**src/rtl/core/batb_pkg.sv**
```systemverilog
// shared types and constants for the affine box bounds block
package batb_pkg;

  localparam int CoordW   = 16;
  localparam int ProdW    = 2 * CoordW;
  localparam int AccW     = ProdW + 2;
  localparam int FracShift = 14;
  localparam int RndW     = AccW - FracShift;
  localparam int CfgW     = 48;
  localparam int CfgIdxW  = 2;
  localparam int Axes     = 3;

  // register indexes
  localparam logic [CfgIdxW-1:0] CFG_ROW0  = 2'd0;
  localparam logic [CfgIdxW-1:0] CFG_ROW1  = 2'd1;
  localparam logic [CfgIdxW-1:0] CFG_ROW2  = 2'd2;
  localparam logic [CfgIdxW-1:0] CFG_TRANS = 2'd3;

  // reset values give the identity map
  localparam logic [CfgW-1:0] ROW0_RST  = 48'h0000_0000_4000;
  localparam logic [CfgW-1:0] ROW1_RST  = 48'h0000_4000_0000;
  localparam logic [CfgW-1:0] ROW2_RST  = 48'h4000_0000_0000;
  localparam logic [CfgW-1:0] TRANS_RST = 48'h0000_0000_0000;

  typedef struct packed {
    logic signed [CoordW-1:0] min_x;
    logic signed [CoordW-1:0] min_y;
    logic signed [CoordW-1:0] min_z;
    logic signed [CoordW-1:0] max_x;
    logic signed [CoordW-1:0] max_y;
    logic signed [CoordW-1:0] max_z;
    logic                     last_box;
  } in_beat_t;

  typedef struct packed {
    logic signed [CoordW-1:0] out_min_x;
    logic signed [CoordW-1:0] out_min_y;
    logic signed [CoordW-1:0] out_min_z;
    logic signed [CoordW-1:0] out_max_x;
    logic signed [CoordW-1:0] out_max_y;
    logic signed [CoordW-1:0] out_max_z;
    logic                     last_out;
  } out_beat_t;

  // smaller and larger of the two products of one matrix term
  typedef struct packed {
    logic signed [ProdW-1:0] lo;
    logic signed [ProdW-1:0] hi;
  } term_t;

endpackage

```
**src/rtl/core/batb_reduce.sv**
```systemverilog
// one output axis: sum terms and offset, round half up, saturate to q8.8
module batb_reduce (
  input  batb_pkg::term_t                    t0,
  input  batb_pkg::term_t                    t1,
  input  batb_pkg::term_t                    t2,
  input  logic signed [batb_pkg::CoordW-1:0] trans,
  output logic signed [batb_pkg::CoordW-1:0] out_lo,
  output logic signed [batb_pkg::CoordW-1:0] out_hi
);

  localparam int AccW = batb_pkg::AccW;
  localparam int RndW = batb_pkg::RndW;
  localparam logic signed [AccW-1:0] RoundBias = AccW'(1 << (batb_pkg::FracShift - 1));
  localparam logic signed [RndW-1:0] SatHi = RndW'(32767);
  localparam logic signed [RndW-1:0] SatLo = -RndW'(32768);

  function automatic logic signed [batb_pkg::CoordW-1:0] rnd_sat(
    input logic signed [AccW-1:0] a
  );
    logic signed [AccW-1:0] b;
    logic signed [RndW-1:0] r;
    b = a + RoundBias;
    r = b[AccW-1:batb_pkg::FracShift];
    if (r > SatHi) begin
      r = SatHi;
    end else if (r < SatLo) begin
      r = SatLo;
    end
    return r[batb_pkg::CoordW-1:0];
  endfunction

  logic signed [AccW-1:0] trans_w;
  logic signed [AccW-1:0] sum_lo;
  logic signed [AccW-1:0] sum_hi;

  assign trans_w = AccW'(trans) <<< batb_pkg::FracShift;
  assign sum_lo  = AccW'(t0.lo) + AccW'(t1.lo) + AccW'(t2.lo) + trans_w;
  assign sum_hi  = AccW'(t0.hi) + AccW'(t1.hi) + AccW'(t2.hi) + trans_w;

  // rounding is monotonic, so rounding the extreme sums gives the extremes
  assign out_lo = rnd_sat(sum_lo);
  assign out_hi = rnd_sat(sum_hi);

endmodule

```
**config.mk**
```make
export PLATFORM = sky130hd
export DESIGN_NAME = batb_reduce
export DESIGN_NICKNAME = d
export VERILOG_FILES = /design/src/rtl/core/batb_pkg.sv /design/src/rtl/core/batb_reduce.sv
export SDC_FILE = /design/constraint.sdc
export NUM_CORES = 1
export LEC_CHECK = 0
export BUFFER_PORTS_ARGS = -buffer_cell sky130_fd_sc_hd__clkbuf_2
export CAP_MARGIN = 20
export CORE_MARGIN = 2
export CORE_UTILIZATION = 58
export DETAILED_ROUTE_END_ITERATION = 10
export PLACE_DENSITY = 0.92
export REMOVE_ABC_BUFFERS = 1
export SLEW_MARGIN = 5
export SYNTH_ARGS = -nofsm -noshare
export SYNTH_HDL_FRONTEND = slang
export SYNTH_SLANG_ARGS = --single-unit
export TNS_END_PERCENT = 100
```
**constraint.sdc**
```tcl
create_clock -name vclk -period 12.2
set_clock_uncertainty 0.05 [all_clocks]
set_input_delay 2.44 -clock vclk [all_inputs]
set_output_delay 2.44 -clock vclk [all_outputs]
set_load 0.1 [all_outputs]
```
==> results of run 1 <==
[metrics by stage]
step | std cells | cell area, um^2
detailed placement | 1296 | 8170
global placement | 1296 | 8170
floorplan | 913 | 6790
global route | 1296 | 8170
finish | 1296 | 8170
CTS | 1296 | 8170
[cell usage in the layout (no fill, tap or decap), types with 7 or more instances in the layout]
cell type  count
a21o_1        17
a21oi_1       61
and3_1        10
clkbuf_2     240
fa_1         100
ha_1          86
inv_1        317
nand2_1       54
nand3_1       10
nand4_1       15
nor2_1        31
nor3_1        12
o21a_1         8
o21ai_0       51
o21ai_1       11
o21bai_1       7
xnor2_1       17
xor2_1        16
[worst max-delay path by stage]
stage,to,slack [ns],depth (start not counted)
final,out_hi[13],2.64,16
after global routing,out_lo[6],2.33,16
after CTS,out_hi[14],2.70,16
after detailed placement,out_hi[14],2.71,16
after global placement,out_hi[14],2.74,16
after floorplan,out_hi[11],1.71,14
[routing by layer]
layer  share of wire  global-route usage
met5               0                   0
met4           0.021              0.0472
met3           0.077              0.0246
met2            0.47               0.480
met1            0.43               0.371
[final cells by class]
cell class,instances,area share
multi-input combinational,596,0.685
timing repair buffer,240,0.147
inverter,317,0.146
tap,143,0.0219
[critical path: stages]
cell and delay [ns]:
clkbuf_2 0.08, inv_1 0.05, fa_1 0.51, fa_1 0.55, inv_1 0.06, ha_1 0.45
nand4_2 0.19, or3_4 0.43, a2111oi_4 0.24, o21a_1 0.21, o21ai_0 0.10, nand3_1 0.09
o21ai_0 0.11, o32ai_2 0.85, o31ai_1 0.26, clkbuf_2 0.44
[kinds of logic after synthesis]
| logic type | share of synthesized area |
|---|---|
| adder cells (fa/ha/maj) | 0.449 |
| AND/OR/NAND/NOR | 0.117 |
| multiplexers | 0.00328 |
| buffers and inverters | 0.184 |
| XOR/XNOR | 0.0421 |
| AO/OA/AOI/OAI | 0.204 |
==> impl_results.md, run 1 <==
- Vias: 6,795
- Hold path start: t2[45]
- WHS Path Cells: 6
- Post-synthesis sequential area ratio: 0
- Status: complete, no violations
- # IOs: 240
- Die area: 12,700 um^2
- Synth area leaders: fa_1 29%, inv_1 17%, ha_1 16%, a21oi_1 4.5%, o21ai_0 3.7%
- Critical path launch point: t0[19]
- Crit Path Max Fanout: 15
- IO buf count: 240
- Global placement routability congestion: 0.968
- Worst setup EP type: output port
- Post-DP HPWL: 15,900 um
- Yosys top cell by area: fa_1
- First-pass GRT wire length: 29,200 um
- Avg Cell Area, Syn: 7.38 um^2
- Area of the multi-input gates: 5600 um^2
- Post-synth top area share: 0.292
- Yosys cell types: 66
- Wire per inst: 13.4 um
- Cells after Synth: 930
- Period utilization: 0.784
- Fillers: 946
- Horiz. Die Dim: 113 um
- Util after Layout: 0.712
- Die Y: 113 um
- CTS resizes: 0
- WP data required: 9.71 ns
- Antenna cells: 0
- RSZ-0062 raised after global routing: no
- Worst hold slack: 5.96 ns
- Final Hold Fails: 0
- Nets: 1,549
- Vias in the first global route: 6,611
- Hold-fix buffers at CTS: 0
- Warnings from Yosys: 0
- Post-synthesis cell area: 6860 um^2
- Max Cap Violations: 0
- Sequential cells: 0
- Hold crit path type: primary input to output port
- Min Tclk post-route: 9.56 ns
- Post-CTS Setup Repair Bufs: 0
- Core ar.: 11,500 um^2
- Setup TNS: 0 ns
- Startpoint types: primary input
- Synth-to-Final Area Change: 19.0%
- Crit Path Class: primary input to output port
- Length of the first detailed-routing pass in iterations: 5
- GRT Total Usage: 0.272
- Fraction of layout cells with a size suffix above 1: 0.225
- Initial Util: 0.598
- Pre-CTS setup slack: 2.71 ns
- Vias per std cell: 5.24
- Remaining antenna violation count: 0
- Arrival time worst endpoint: 7.07 ns
- Largest net degree at the start of global routing: 16
- Final setup fails: 0
- Final Max Slew Viols: 0
- End point of the worst hold path: out_lo[0]
- Layout clock buffer count: 0
- Initial DRC count: 350
- Fmax: 105 MHz
- Commonest cells post-synth: 317 x inv_1, 100 x fa_1, 86 x ha_1
- Total Wirelength: 17,400 um
- Worst setup margin: 2.64 ns
- Relative slew slack: 0.312
- Antenna violations before repair: 0
- Most common cell in the netlist: inv_1
- Register Area: 0 um^2
- Tightest Pin Transition: 1.03 ns
- # DRC: 0
- Final global-route overflow total: 0
- Rows: 39
Power of run 1 is left out: the tool's default activity adds up to more than one toggle a clock period on the data nets, which glitch-free logic cannot reach.
==> run 2, diff against run 1 <==
Settings changed: ABC_AREA set to 1, CORE_UTILIZATION 58 to 49, PLACE_DENSITY 0.92 to 0.82.
Clock period 12.2 ns to 7.9 ns, I/O delays scaled along.
==> impl_results.md, run 2 <==
- Initial Util: 0.504
- Antenna violations before repair: 0
- RSZ-0062 raised after global routing: no
- Commonest cells post-synth: 387 x inv_1, 295 x nand2_1, 100 x fa_1
- Antenna cells: 0
- Global routing met3 resource utilization: 0.0139
- Horiz. Die Dim: 126 um
- Vias per std cell: 4.69
- GRT Total Usage: 0.239
- Crit-path max cell delay: 0.55 ns
- Status: complete, no violations
- Crit-path leading delay family: adder cells
- Remaining antenna violation count: 0
- Fillers: 1,477
- Rows: 44
- Most frequent cells in the layout: 387 x inv_1, 295 x nand2_1, 240 x clkbuf_2, 100 x fa_1
- Die area: 16,000 um^2
- Worst setup EP type: output port
- Nets: 1,813
- # IOs: 240
- Register Area: 0 um^2
- Post-CTS Setup Repair Bufs: 0
- Largest net degree at the start of global routing: 16
- Relative slew slack: 0.570
- Worst Path Buf+Inv: 4
- Post-DP HPWL: 18,100 um
- Worst VDD drop: 0.479 mV
- WP data required: 6.27 ns
- Commonest non-fill, non-tap cell in the layout: inv_1
- M2 GR Usage: 0.417
- Final global-route overflow total: 0
- Leakage: 0.00571 uW
- Core ar.: 14,600 um^2
- Global placement routability congestion: 0.930
- # DRC: 0
- Cells after Synth: 1,181
- Hold-fix buffers at CTS: 0
- Crit Path Class: primary input to output port
- Warnings from Yosys: 0
- Min Tclk post-route: 6.85 ns
- Wire per inst: 12.0 um
- Vias: 7,507
- Setup TNS: 0 ns
- Final Max Slew Viols: 0
- Synth area leaders: fa_1 27%, inv_1 20%, nand2_1 15%, ha_1 15%, a21oi_1 4.8%
- IO buf count: 240
- Vias in the first global route: 7,364
- Crit Path Max Fanout: 15
- CTS resizes: 0
- Busiest grt layer: met2
- Layout clock buffer count: 0
- Final setup fails: 0
- CP most frequent cell: nand2_1
- Initial DRC count: 349
- Post-synthesis sequential area ratio: 0
- Power Total: 3030 uW
- Max Cap Violations: 0
- Total Wirelength: 19,200 um
- Sequential cells: 0
- Yosys cell types: 32
- First-pass GRT wire length: 32,300 um
- Most common cell in the netlist: inv_1
- Length of the first detailed-routing pass in iterations: 5
- Tightest Pin Transition: 0.645 ns
- Util after Layout: 0.599
- Post-synthesis cell area: 7350 um^2
- Hold crit path type: primary input to output port
- CP cell instances: clkbuf_2, inv_1, fa_1, fa_1, inv_1, ha_1, a21oi_1, o21ai_0, nand2_1, nand2_1, a21oi_1, nand2_1, nand2_1, nand2_1, nor2_1, nand2_1, nand2_2, nand2_1, nand2_1, clkbuf_2
- Slowest CP cell: fa_1
- Startpoint types: primary input
- Fraction of layout cells with a size suffix above 1: 0.183
- Final Hold Fails: 0
- Post-synth top area share: 0.272
- Arrival time worst endpoint: 5.22 ns
- M1 GR Usage: 0.336
- Die Y: 126 um
- Fmax: 146 MHz
- Period utilization: 0.867
- Yosys top cell by area: fa_1
- PD cells: 347 nW/um^2
- Synth-to-Final Area Change: 18.9%
- Avg Cell Area, Syn: 6.22 um^2
[run 2: worst paths after layout]
path / start / slack [ns] / end / depth (start not counted)
min: t2[45] / 4.15 / out_lo[0] / 7
max: t0[17] / 1.05 / out_hi[5] / 20
[run 2: tightest hold or removal path, cell delays in order]
cell,delay [ns]
clkbuf_2,0.09
fa_1,0.16
ha_1,0.20
xor2_1,0.11
nand2_1,0.06
nand2_1,0.05
clkbuf_2,0.36
[run 2: layout make-up]
cell class / count / area (um^2) / share of cell area
Multi-Input combinational cell: 788 / 5850 / 0.669
Inverter: 389 / 1460 / 0.167
Timing Repair Buffer: 240 / 1200 / 0.137
Tap cell: 184 / 230 / 0.0263
[run 2: layer usage]
| metal | wire length, um | part of all wire | vias up |
|---|---|---|---|
| li1 | - | - | 3914 |
| met1 | 8960 | 0.47 | 3342 |
| met2 | 8890 | 0.46 | 237 |
| met3 | 1070 | 0.056 | 14 |
| met4 | 229 | 0.012 | 0 |
| met5 | 0 | 0 | - |
[run 2: per-stage QoR]
stage | instance area (um^2) | hold WS (ns) | std cells | setup WS (ns)
4_1_cts | 8740 | 4.17 | 1601 | 1.05
6_report | 8740 | 4.15 | 1601 | 1.05
5_1_grt | 8740 | 4.23 | 1601 | 0.745
3_5_place_dp | 8740 | 4.16 | 1601 | 1.07
3_3_place_gp | 8740 | 4.15 | 1601 | 1.17
2_1_floorplan | 7310 | 3.96 | 1177 | 0.805
[run 2: power by group]
group / switching (uW) / internal, uW
Clock: 0 / 0
Combinational: 2350 / 684
Sequential: 0 / 0
Total: 2350 / 684
[run 2: kinds of logic after synthesis]
group | count (synthesis) | synth area share
xor+xnor | 29 | 0.0346
fa+ha+maj | 186 | 0.419
simple gates | 448 | 0.250
buf+inv | 393 | 0.204
compound gates | 125 | 0.0921
(Power assumes the default switching activity.)
