===== config.mk =====
export PLATFORM = sky130hd
export DESIGN_NAME = batb_term
export DESIGN_NICKNAME = d
export VERILOG_FILES = /design/src/rtl/core/batb_pkg.sv /design/src/rtl/core/batb_term.sv
export SDC_FILE = /design/constraint.sdc
export NUM_CORES = 1
export LEC_CHECK = 0
export ABC_AREA = 1
export BUFFER_PORTS_ARGS = -buffer_cell sky130_fd_sc_hd__buf_2
export CAP_MARGIN = 30
export CORE_ASPECT_RATIO = 0.8
export CORE_MARGIN = 4
export CORE_UTILIZATION = 40
export DETAILED_ROUTE_END_ITERATION = 7
export PLACE_DENSITY = 0.6
export REMOVE_ABC_BUFFERS = 1
export SETUP_SLACK_MARGIN = 0.05
export SYNTH_ARGS = -nofsm -noshare
export SYNTH_HDL_FRONTEND = slang
export SYNTH_SLANG_ARGS = --single-unit
export TNS_END_PERCENT = 30

===== constraint.sdc =====
create_clock -name vclk -period 13.5
set_input_delay 2.7 -clock vclk [all_inputs]
set_output_delay 2.7 -clock vclk [all_outputs]
set_load 0.03 [all_outputs]

===== src/rtl/core/batb_pkg.sv =====
// shared types and constants for the affine box bounds block
package batb_pkg;

  localparam int CoordW   = 16;
  localparam int ProdW    = 2 * CoordW;
  localparam int AccW     = ProdW + 2;
  localparam int FracShift = 14;
  localparam int RndW     = AccW - FracShift;
  localparam int CfgW     = 48;
  localparam int CfgIdxW  = 2;
  localparam int Axes     = 3;

  // register indexes
  localparam logic [CfgIdxW-1:0] CFG_ROW0  = 2'd0;
  localparam logic [CfgIdxW-1:0] CFG_ROW1  = 2'd1;
  localparam logic [CfgIdxW-1:0] CFG_ROW2  = 2'd2;
  localparam logic [CfgIdxW-1:0] CFG_TRANS = 2'd3;

  // reset values give the identity map
  localparam logic [CfgW-1:0] ROW0_RST  = 48'h0000_0000_4000;
  localparam logic [CfgW-1:0] ROW1_RST  = 48'h0000_4000_0000;
  localparam logic [CfgW-1:0] ROW2_RST  = 48'h4000_0000_0000;
  localparam logic [CfgW-1:0] TRANS_RST = 48'h0000_0000_0000;

  typedef struct packed {
    logic signed [CoordW-1:0] min_x;
    logic signed [CoordW-1:0] min_y;
    logic signed [CoordW-1:0] min_z;
    logic signed [CoordW-1:0] max_x;
    logic signed [CoordW-1:0] max_y;
    logic signed [CoordW-1:0] max_z;
    logic                     last_box;
  } in_beat_t;

  typedef struct packed {
    logic signed [CoordW-1:0] out_min_x;
    logic signed [CoordW-1:0] out_min_y;
    logic signed [CoordW-1:0] out_min_z;
    logic signed [CoordW-1:0] out_max_x;
    logic signed [CoordW-1:0] out_max_y;
    logic signed [CoordW-1:0] out_max_z;
    logic                     last_out;
  } out_beat_t;

  // smaller and larger of the two products of one matrix term
  typedef struct packed {
    logic signed [ProdW-1:0] lo;
    logic signed [ProdW-1:0] hi;
  } term_t;

endpackage


===== src/rtl/core/batb_term.sv =====
// one matrix term: both corner products and their min and max
module batb_term (
  input  logic signed [batb_pkg::CoordW-1:0] lo,
  input  logic signed [batb_pkg::CoordW-1:0] hi,
  input  logic signed [batb_pkg::CoordW-1:0] coef,
  output batb_pkg::term_t                    term
);

  logic signed [batb_pkg::ProdW-1:0] p_lo;
  logic signed [batb_pkg::ProdW-1:0] p_hi;

  assign p_lo = lo * coef;
  assign p_hi = hi * coef;

  // the extreme of a sum over corners splits into per-term extremes
  always_comb begin
    if (p_lo < p_hi) begin
      term.lo = p_lo;
      term.hi = p_hi;
    end else begin
      term.lo = p_hi;
      term.hi = p_lo;
    end
  end

endmodule


==> insert_results.sql, run 1 <==
INSERT INTO impl_metrics (metric_group, metric, value, unit) VALUES
('status', 'run_status', 'completed', ''),
('setup_path', 'critPathTopFamily', 'adder cells', ''),
('setup_path', 'timing.critical_path.mode_cell', 'sky130_fd_sc_hd__nand2_1', ''),
('logic_synthesis', 'mappedNetlistArea', '23270', 'sq um'),
('grt', 'grt_pass1_vias', '19600', ''),
('die', 'start_util', '40.76', '%'),
('setup_path', 'worst_path_max_delay_cell', 'sky130_fd_sc_hd__fa_1', ''),
('placed_design', 'place.gp.congestion', '0.9440', ''),
('layout', 'register_area', '0', 'sq um'),
('flow_run', 'max_cap_viol_count', '0', ''),
('layout', 'fin_area', '24820', 'sq um'),
('sta', 'period_share', '96.62', '%'),
('logic_synthesis', 'synth.yosys.seq_area_share', '0', '%'),
('setup_path', 'required', '10.80', 'ns'),
('sta', 'post-route-min-period', '13.04', 'ns'),
('placed_design', 'portBuffers', '112', ''),
('placed_design', 'placedInstanceArea', '24690', 'sq um'),
('layout', 'seq_cell_count', '0', ''),
('logic_synthesis', 'synth_cells', '3145', ''),
('route', 'routed_vias', '18760', ''),
('layout', 'fin_util', '43.47', '%'),
('setup_path', 'crit_buf_inv', '10', ''),
('logic_synthesis', 'ys.warnings.count', '0', ''),
('placed_design', 'dp_worst_setup_slack', '0.3078', 'ns'),
('setup_path', 'setup.worst_path.end_class', 'primary output', ''),
('grt', 'globalRouteOverflowTotal', '0', ''),
('hold_path', 'hold_path.class', 'in2out', ''),
('grt', 'grt_first_pass_wirelength', '106.2', 'mm'),
('route', 'wire_per_inst', '16.04', 'um'),
('logic_synthesis', 'synthesis.area_per_instance', '7.399', 'sq um'),
('layout', 'mostFrequentLayoutCells', 'sky130_fd_sc_hd__inv_1, sky130_fd_sc_hd__nand2_1, sky130_fd_sc_hd__fa_1', ''),
('setup_path', 'critical-path-max-stage-delay', '0.59', 'ns'),
('sta', 'max_slew.worst_pin.slew', '0.6017', 'ns'),
('setup_path', 'critical_path.startpoint_type', 'input port', ''),
('die', 'floorplan.die_area', '62120', 'sq um'),
('die', 'floorplan.io_pins', '112', ''),
('setup_path', 'worst_ep_arrival_time', '10.34', 'ns'),
('layout', 'diodes', '0', ''),
('layout', 'drive_above_1_share', '7.767', '%'),
('layout', 'fillers', '5968', ''),
('grt', 'pin_count_of_the_biggest_net_entering_global_routing', '44', ''),
('die', 'width_of_the_die', '277.7', 'um'),
('route', 'detailedRoute.firstPassIterationCount', '5', ''),
('layout', 'multi_input_gate_area_in_the_final_layout', '19120', 'sq um'),
('sta', 'timing.slew.headroom', '59.75', '%'),
('sta', 'setup_violations', '0', ''),
('route', 'detail_route.vias_per_cell', '4.746', ''),
('sta', 'hold_violations', '0', ''),
('grt', 'track_usage', '21.03', '%'),
('route', 'antenna_violating_nets_post_route', '0', ''),
('setup_path', 'worst-setup-path-type', 'in2out', ''),
('grt', 'grt_antenna_before_repair', '2', ''),
('sta', 'rsz0062_at_grt', 'true', ''),
('placed_design', 'detailed_place_hpwl', '55.51', 'mm'),
('layout', 'layout_commonest_cell', 'sky130_fd_sc_hd__inv_1', ''),
('die', 'design.core.area', '57090', 'sq um'),
('layout', 'nNetsFinal', '3962', ''),
('die', 'std_cell_rows', '78', ''),
('route', 'postRouteWirelength', '63.40', 'mm'),
('route', 'drt_drc_violations_left', '0', ''),
('die', 'floorplan.die.height', '223.7', 'um'),
('layout', 'n_clock_buffer', '0', ''),
('sta', 'timing.final.max_slew_violations', '0', ''),
('logic_synthesis', 'netlist-cell-type-count', '36', ''),
('setup_path', 'crit_fanout', '13', ''),
('layout', 'area_delta_synth_final', '6.646', '%'),
('route', 'drt_first_iter_violations', '1337', ''),
('sta', 'layout_setup_ws', '0.4566', 'ns'),
('sta', 'maxClockFrequency', '0.07667', 'GHz');
[stage by stage]
step | hold slack (ns) | instances | TNS, ns
floorplan | 5.714 | 3018 | 0
global placement | 6.140 | 3941 | 0
detailed placement | 6.130 | 3941 | 0
CTS | 6.131 | 3941 | 0
global route | 6.177 | 3953 | -0.006876
finish | 6.133 | 3953 | 0
[cells by family (layout without fill, tap and decap cells)]
logic type | Yosys count | in the layout | share of synthesized area (%)
adder cells (fa/ha/maj) | 719 | 719 | 55.57
AND/OR/NAND/NOR | 1177 | 1178 | 21.76
AO/OA/AOI/OAI | 122 | 122 | 2.887
XOR/XNOR | 47 | 47 | 1.769
buffers and inverters | 1080 | 1127 | 18.02
[Yosys cell counts]
cell type	number	area, sq um
sky130_fd_sc_hd__nand3_1	136	680.7
sky130_fd_sc_hd__o21ai_0	30	150.1
sky130_fd_sc_hd__a21oi_1	66	330.3
sky130_fd_sc_hd__buf_2	9	45.04
sky130_fd_sc_hd__buf_6	16	180.2
sky130_fd_sc_hd__a21oi_2	1	8.760
sky130_fd_sc_hd__o21a_1	1	7.510
sky130_fd_sc_hd__inv_2	1	3.750
sky130_fd_sc_hd__or2_2	10	62.56
sky130_fd_sc_hd__xnor2_1	11	96.34
sky130_fd_sc_hd__buf_4	2	15.01
sky130_fd_sc_hd__nand4_1	14	87.58
sky130_fd_sc_hd__nor3_1	18	90.09
sky130_fd_sc_hd__fa_1	524	10490
sky130_fd_sc_hd__o21ai_2	1	8.760
sky130_fd_sc_hd__o211ai_1	1	7.510
sky130_fd_sc_hd__nand2_4	4	45.04
sky130_fd_sc_hd__nor2_1	109	409.1
sky130_fd_sc_hd__nor2_2	1	6.260
sky130_fd_sc_hd__a21boi_0	3	22.52
sky130_fd_sc_hd__and2_1	2	12.51
sky130_fd_sc_hd__nand3_4	2	35.03
sky130_fd_sc_hd__a21o_1	6	45.04
sky130_fd_sc_hd__nand3b_1	3	22.52
sky130_fd_sc_hd__xor2_1	36	315.3
sky130_fd_sc_hd__o21bai_1	9	67.56
sky130_fd_sc_hd__a31oi_1	3	18.77
sky130_fd_sc_hd__nor4_4	1	21.27
sky130_fd_sc_hd__nor4_1	5	31.28
sky130_fd_sc_hd__nand2_1	825	3097
sky130_fd_sc_hd__clkbuf_1	100	375.4
sky130_fd_sc_hd__nand3_2	45	450.4
sky130_fd_sc_hd__o21ai_1	1	5.000
sky130_fd_sc_hd__nand2_2	2	12.51
sky130_fd_sc_hd__inv_1	952	3573
sky130_fd_sc_hd__ha_1	195	2440
[cell type report]
class | count | share of cell area (%)
Multi-Input combinational cell | 2066 | 77.04
Inverter | 953 | 14.43
Timing Repair Buffer | 174 | 4.699
Tap cell | 760 | 3.832
[timing repair]
| action | 4_1_cts | 5_1_grt |
|---|---|---|
| resized for setup | 0 | 8 |
| hold buffers | 0 | 0 |
| setup endpoints to repair | 0 | 62 |
| buffers inserted | 0 | 11 |
[final timing paths]
check / slack, ns / startpoint / depth (start not counted) / endpoint
setup / recovery: 0.46 / lo[15] / 35 / term[21]
hold / removal: 6.13 / lo[0] / 6 / term[32]
[per-layer routing]
| layer | up-vias | track usage (%) | wire [um] | share of wire [%] |
|---|---|---|---|---|
| met4 | 0 | 2.958 | 1107 | 1.7 |
| met5 | - | 0 | 0 | 0 |
| met1 | 9135 | 31.89 | 30490 | 48 |
| li1 | 9045 | - | - | - |
| met2 | 534 | 34.04 | 28070 | 44 |
| met3 | 45 | 1.532 | 3737 | 5.9 |
Power of run 1 is left out: the tool's default activity adds up to more than one toggle a clock period on the data nets, which glitch-free logic cannot reach.
==> run 2, diff against run 1 <==
ABC_AREA = default   (was 1)
==> run 2 against run 1 <==
Against the previous run: die area down 7.5%; setup slack worse by 0.21 ns; area after synthesis shrank 7.7%; final cell count shrank 16%.
==> insert_results.sql, run 2 <==
INSERT INTO impl_metrics (metric_group, metric, value, unit) VALUES
('placed_design', 'dp_worst_setup_slack', '-0.4425', 'ns'),
('grt', 'globalRouteOverflowTotal', '0', ''),
('logic_synthesis', 'netlist-cell-type-count', '66', ''),
('logic_synthesis', 'synthMostInstantiatedCell', 'sky130_fd_sc_hd__inv_1', ''),
('placed_design', 'portBuffers', '112', ''),
('route', 'drt_drc_violations_left', '0', ''),
('setup_path', 'required', '10.80', 'ns'),
('route', 'detail_route.vias_per_cell', '5.065', ''),
('route', 'drt_first_iter_violations', '1195', ''),
('logic_synthesis', 'mappedNetlistArea', '21480', 'sq um'),
('die', 'design.core.area', '52740', 'sq um'),
('setup_path', 'critical-path-max-stage-delay', '0.51', 'ns'),
('hold_path', 'hold_path.class', 'in2out', ''),
('logic_synthesis', 'synthesis.area_per_instance', '8.821', 'sq um'),
('route', 'postRouteWirelength', '57.51', 'mm'),
('sta', 'post-route-min-period', '13.25', 'ns'),
('route', 'wire_per_inst', '17.40', 'um'),
('layout', 'seq_cell_count', '0', ''),
('placed_design', 'detailed_place_hpwl', '48.67', 'mm'),
('sta', 'timing.final.max_slew_violations', '0', ''),
('layout', 'diodes', '0', ''),
('setup_path', 'critPathTopFamily', 'adder cells', ''),
('flow_run', 'max_cap_viol_count', '0', ''),
('die', 'floorplan.io_pins', '112', ''),
('layout', 'n_clock_buffer', '0', ''),
('setup_path', 'crit_buf_inv', '10', ''),
('layout', 'nNetsFinal', '3382', ''),
('sta', 'timing.slew.headroom', '56.51', '%'),
('grt', 'grt_pass1_vias', '17840', ''),
('layout', 'drive_above_1_share', '14.96', '%'),
('grt', 'pin_count_of_the_biggest_net_entering_global_routing', '58', ''),
('setup_path', 'crit_fanout', '14', ''),
('grt', 'grt_antenna_before_repair', '1', ''),
('route', 'detailedRoute.firstPassIterationCount', '6', ''),
('setup_path', 'critical_path.startpoint_type', 'input port', ''),
('sta', 'period_share', '98.16', '%'),
('placed_design', 'placedInstanceArea', '23640', 'sq um'),
('layout', 'area_delta_synth_final', '14.55', '%'),
('setup_path', 'worst_ep_arrival_time', '10.55', 'ns'),
('logic_synthesis', 'synth_cells', '2435', ''),
('logic_synthesis', 'synthDominantAreaCellType', 'sky130_fd_sc_hd__fa_1', ''),
('setup_path', 'timing.critical_path.mode_cell', 'sky130_fd_sc_hd__fa_1', ''),
('sta', 'max_slew.worst_pin.slew', '0.6523', 'ns'),
('placed_design', 'place.gp.congestion', '0.9222', ''),
('die', 'std_cell_rows', '75', ''),
('layout', 'fillers', '5075', ''),
('setup_path', 'worst-setup-path-type', 'in2out', ''),
('grt', 'track_usage', '19.77', '%'),
('sta', 'maxClockFrequency', '0.07546', 'GHz'),
('sta', 'layout_setup_ws', '0.2485', 'ns'),
('logic_synthesis', 'ys_top_cells_by_count', 'sky130_fd_sc_hd__inv_1, sky130_fd_sc_hd__fa_1, sky130_fd_sc_hd__nand2_1, sky130_fd_sc_hd__and2_1, sky130_fd_sc_hd__ha_1', ''),
('grt', 'grt_first_pass_wirelength', '92.34', 'mm'),
('layout', 'mostFrequentLayoutCells', 'sky130_fd_sc_hd__inv_1, sky130_fd_sc_hd__fa_1, sky130_fd_sc_hd__nand2_1', ''),
('setup_path', 'setup.worst_path.end_class', 'primary output', ''),
('sta', 'setup_violations', '0', ''),
('die', 'start_util', '40.73', '%'),
('die', 'floorplan.die.height', '215.3', 'um'),
('layout', 'fin_area', '24600', 'sq um'),
('logic_synthesis', 'synth.yosys.seq_area_share', '0', '%'),
('logic_synthesis', 'synthDominantCellAreaShare', '48.84', '%'),
('sta', 'hold_violations', '0', ''),
('sta', 'fin_hold_ws', '6.050', 'ns'),
('route', 'antenna_violating_nets_post_route', '0', ''),
('setup_path', 'worst_path_max_delay_cell', 'sky130_fd_sc_hd__fa_1', ''),
('sta', 'tns', '0', 'ns'),
('logic_synthesis', 'yosys-top-cells-area', 'sky130_fd_sc_hd__fa_1, sky130_fd_sc_hd__ha_1, sky130_fd_sc_hd__inv_1', ''),
('die', 'width_of_the_die', '267.1', 'um'),
('layout', 'layout_commonest_cell', 'sky130_fd_sc_hd__inv_1', ''),
('die', 'floorplan.die_area', '57490', 'sq um'),
('layout', 'register_area', '0', 'sq um'),
('logic_synthesis', 'ys.warnings.count', '0', ''),
('route', 'routed_vias', '16750', ''),
('status', 'run_status', 'completed', '');
[run 2: cell count changes after synthesis, moves of 13 or more]
cell | before | now
sky130_fd_sc_hd__o21ai_0 | 30 | 49
sky130_fd_sc_hd__buf_6 | 16 | 1
sky130_fd_sc_hd__nor2_1 | 109 | 67
sky130_fd_sc_hd__inv_1 | 952 | 618
sky130_fd_sc_hd__mux2_2 | 0 | 29
sky130_fd_sc_hd__nand3_2 | 45 | 0
sky130_fd_sc_hd__and2_1 | 2 | 247
sky130_fd_sc_hd__xor2_1 | 36 | 13
sky130_fd_sc_hd__nand2_1 | 825 | 284
sky130_fd_sc_hd__a21o_1 | 6 | 28
sky130_fd_sc_hd__nand2b_1 | 0 | 17
sky130_fd_sc_hd__mux2i_1 | 0 | 13
sky130_fd_sc_hd__nand3_1 | 136 | 10
sky130_fd_sc_hd__xnor2_1 | 11 | 54
[run 2: path summary, 6_finish.rpt]
path	start	endpoint	cells past startpoint
setup / recovery	coef[2]	term[17]	34
hold / removal	lo[0]	term[0]	4
[run 2: metal layers]
metal | GRT usage (%) | vias up | wire (um) | share of wire, %
met2 | 31.22 | 524 | 25750 | 45
met3 | 2.310 | 38 | 4500 | 7.8
met1 | 30.12 | 8601 | 26240 | 46
li1 | - | 7582 | - | -
met4 | 2.588 | 0 | 1024 | 1.8
met5 | 0 | - | 0 | 0
[run 2: tightest hold or removal path: stages]
cell and delay (ns):
sky130_fd_sc_hd__buf_2 0.23, sky130_fd_sc_hd__mux2i_1 0.19, sky130_fd_sc_hd__nor2b_1 0.06, sky130_fd_sc_hd__buf_2 0.17
[run 2: logic make-up after synthesis]
logic type	share of synthesized area (%)
multiplexers	2.126
AND/OR/NAND/NOR	15.83
XOR/XNOR	2.732
AO/OA/AOI/OAI	6.461
buffers and inverters	12.65
adder cells (fa/ha/maj)	60.20
[run 2: timing repair]
action	4_1_cts	5_1_grt
setup buffers	1	14
resized for setup	32	141
pin swaps	3	36
hold buffers	0	0
cloned	0	8
setup endpoints to repair	64	64
[run 2: per-stage QoR]
step                utilization [%]  std cells
CTS                           45.00       3284
detailed placement            44.83       3283
global route                  46.65       3306
finish                        46.65       3306
global placement              44.83       3283
floorplan                         -       2338
[run 2: layout make-up]
class	count	area, sq um	area share (%)
tap	693	867.1	3.524
timing repair buffer	274	2221	9.027
inverter	618	2323	9.444
multi-input combinational	1721	19190	78.01
Power of run 2 is left out for the same reason.
==> run 3, diff against run 2 <==
CAP_MARGIN = default   (was 30)
CORE_MARGIN = default   (was 4)
==> run 3 against run 2 <==
Against the previous run: utilization is 0.57 points higher; the run now ends with DRC left; critical path depth increased by 1; sequential share of layout area is the same; first-iteration DRC count increased by 4.7%; routed wire length grew 1.7%; maximum frequency fell by 0.64%; via count about the same; final area is 1.2% higher.
==> insert_results.sql, run 3 (synthesized netlist as in run 2, its figures left out) <==
INSERT INTO impl_metrics (metric_group, metric, value, unit) VALUES
('layout', 'area_delta_synth_final', '15.96', '%'),
('layout', 'seq_cell_count', '0', ''),
('setup_path', 'crit_buf_inv', '10', ''),
('layout', 'fin_util', '47.23', '%'),
('setup_path', 'worst_setup_ep', 'term[29]', ''),
('setup_path', 'worst_ep_arrival_time', '10.64', 'ns'),
('sta', 'tns', '0', 'ns'),
('setup_path', 'critical_path.startpoint_type', 'input port', ''),
('route', 'postRouteWirelength', '58.51', 'mm'),
('layout', 'fin_area', '24910', 'sq um'),
('sta', 'hold_violations', '0', ''),
('sta', 'setup_violations', '0', ''),
('grt', 'grt_pass1_vias', '17500', ''),
('route', 'wire_per_inst', '17.61', 'um'),
('sta', 'rsz0062_at_grt', 'true', ''),
('setup_path', 'timing.critical_path.from', 'lo[8]', ''),
('layout', 'n_clock_buffer', '0', ''),
('status', 'violations_in_the_final_reports', 'DRC', ''),
('sta', 'timing.slew.headroom', '60.90', '%'),
('sta', 'max_slew.worst_pin.slew', '0.5865', 'ns'),
('layout', 'nNetsFinal', '3398', ''),
('setup_path', 'timing.critical_path.mode_cell', 'sky130_fd_sc_hd__fa_1', ''),
('route', 'antenna_violating_nets_post_route', '0', ''),
('route', 'routed_vias', '16760', ''),
('grt', 'pin_count_of_the_biggest_net_entering_global_routing', '35', ''),
('die', 'std_cell_rows', '75', ''),
('sta', 'timing.final.max_slew_violations', '0', ''),
('sta', 'maxClockFrequency', '0.07498', 'GHz'),
('flow_run', 'max_cap_viol_count', '0', ''),
('layout', 'register_area', '0', 'sq um'),
('hold_path', 'hold_path_depth', '4', ''),
('die', 'start_util', '40.73', '%'),
('die', 'floorplan.io_pins', '112', ''),
('placed_design', 'detailed_place_hpwl', '48.81', 'mm'),
('grt', 'globalRouteOverflowTotal', '0', ''),
('sta', 'period_share', '98.79', '%'),
('grt', 'grt_antenna_before_repair', '0', ''),
('layout', 'mostFrequentLayoutCells', 'sky130_fd_sc_hd__inv_1, sky130_fd_sc_hd__fa_1, sky130_fd_sc_hd__nand2_1', ''),
('setup_path', 'critical-path-max-stage-delay', '0.53', 'ns'),
('layout', 'diodes', '0', ''),
('route', 'detailedRoute.firstPassIterationCount', '8', ''),
('die', 'width_of_the_die', '261.1', 'um'),
('setup_path', 'crit_fanout', '7', ''),
('placed_design', 'portBuffers', '112', ''),
('sta', 'post-route-min-period', '13.34', 'ns'),
('grt', 'grt_first_pass_wirelength', '93.27', 'mm'),
('hold_path', 'hold_path.class', 'in2out', ''),
('setup_path', 'worst-setup-path-type', 'in2out', ''),
('route', 'drt_first_iter_violations', '1251', ''),
('layout', 'layout_commonest_cell', 'sky130_fd_sc_hd__inv_1', ''),
('route', 'detail_route.vias_per_cell', '5.045', ''),
('status', 'run_status', 'complete, but fails checks', ''),
('die', 'design.core.area', '52740', 'sq um'),
('die', 'floorplan.die_area', '54630', 'sq um'),
('setup_path', 'worst_path_max_delay_cell', 'sky130_fd_sc_hd__fa_1', ''),
('setup_path', 'setup.worst_path.end_class', 'primary output', ''),
('setup_path', 'critPathTopFamily', 'adder cells', ''),
('placed_design', 'place.gp.congestion', '0.9515', ''),
('route', 'drt_drc_violations_left', '11', ''),
('clocking', 'cts_hold_repair.buffers', '0', ''),
('layout', 'drive_above_1_share', '15.79', '%'),
('die', 'floorplan.die.height', '209.3', 'um'),
('setup_path', 'required', '10.80', 'ns'),
('grt', 'track_usage', '21.71', '%'),
('placed_design', 'placedInstanceArea', '23630', 'sq um'),
('setup_path', 'critical_path_depth', '35', '');
-- run 3: through the flow --
stage | std cells | hold WS, ns | setup slack [ns]
floorplan | 2338 | 5.607 | -0.7141
global placement | 3282 | 6.011 | -1.297
global route | 3322 | 6.032 | -0.06108
detailed placement | 3283 | 6.016 | -0.7806
CTS | 3295 | 6.017 | 0.04113
finish | 3322 | 6.013 | 0.1632
-- run 3: final cells by class --
| cell class | instances | area, sq um |
|---|---|---|
| repair buffers | 290 | 2402 |
| fillers | 5081 | 27830 |
| multi-input cells | 1721 | 19310 |
| well taps | 693 | 867.1 |
| inverters | 618 | 2323 |
-- run 3: worst min path at each step --
stage / end / from / slack, ns
after floorplan: term[0] / coef[0] / 5.61
after global placement: term[32] / lo[0] / 6.01
after detailed placement: term[0] / lo[0] / 6.02
after CTS: term[0] / lo[0] / 6.02
after global routing: term[0] / lo[0] / 6.03
final: term[0] / lo[0] / 6.01
-- run 3: repair_timing --
item / CTS / global route
gates cloned: 2 / 5
pin swaps: 10 / 61
setup buffers: 10 / 22
setup endpoints to repair: 64 / 64
gates resized for setup: 45 / 196
-- run 3: routing by layer --
layer	part of all wire, %	vias to the layer above	track usage (%)	wire [um]
met3	7.6	33	3.502	4429
met1	47	8589	32.51	27300
met5	0	-	0	0
met2	45	516	34.02	26170
met4	1.0	0	2.386	612
li1	-	7621	-	-
Power of run 3 is left out for the same reason.
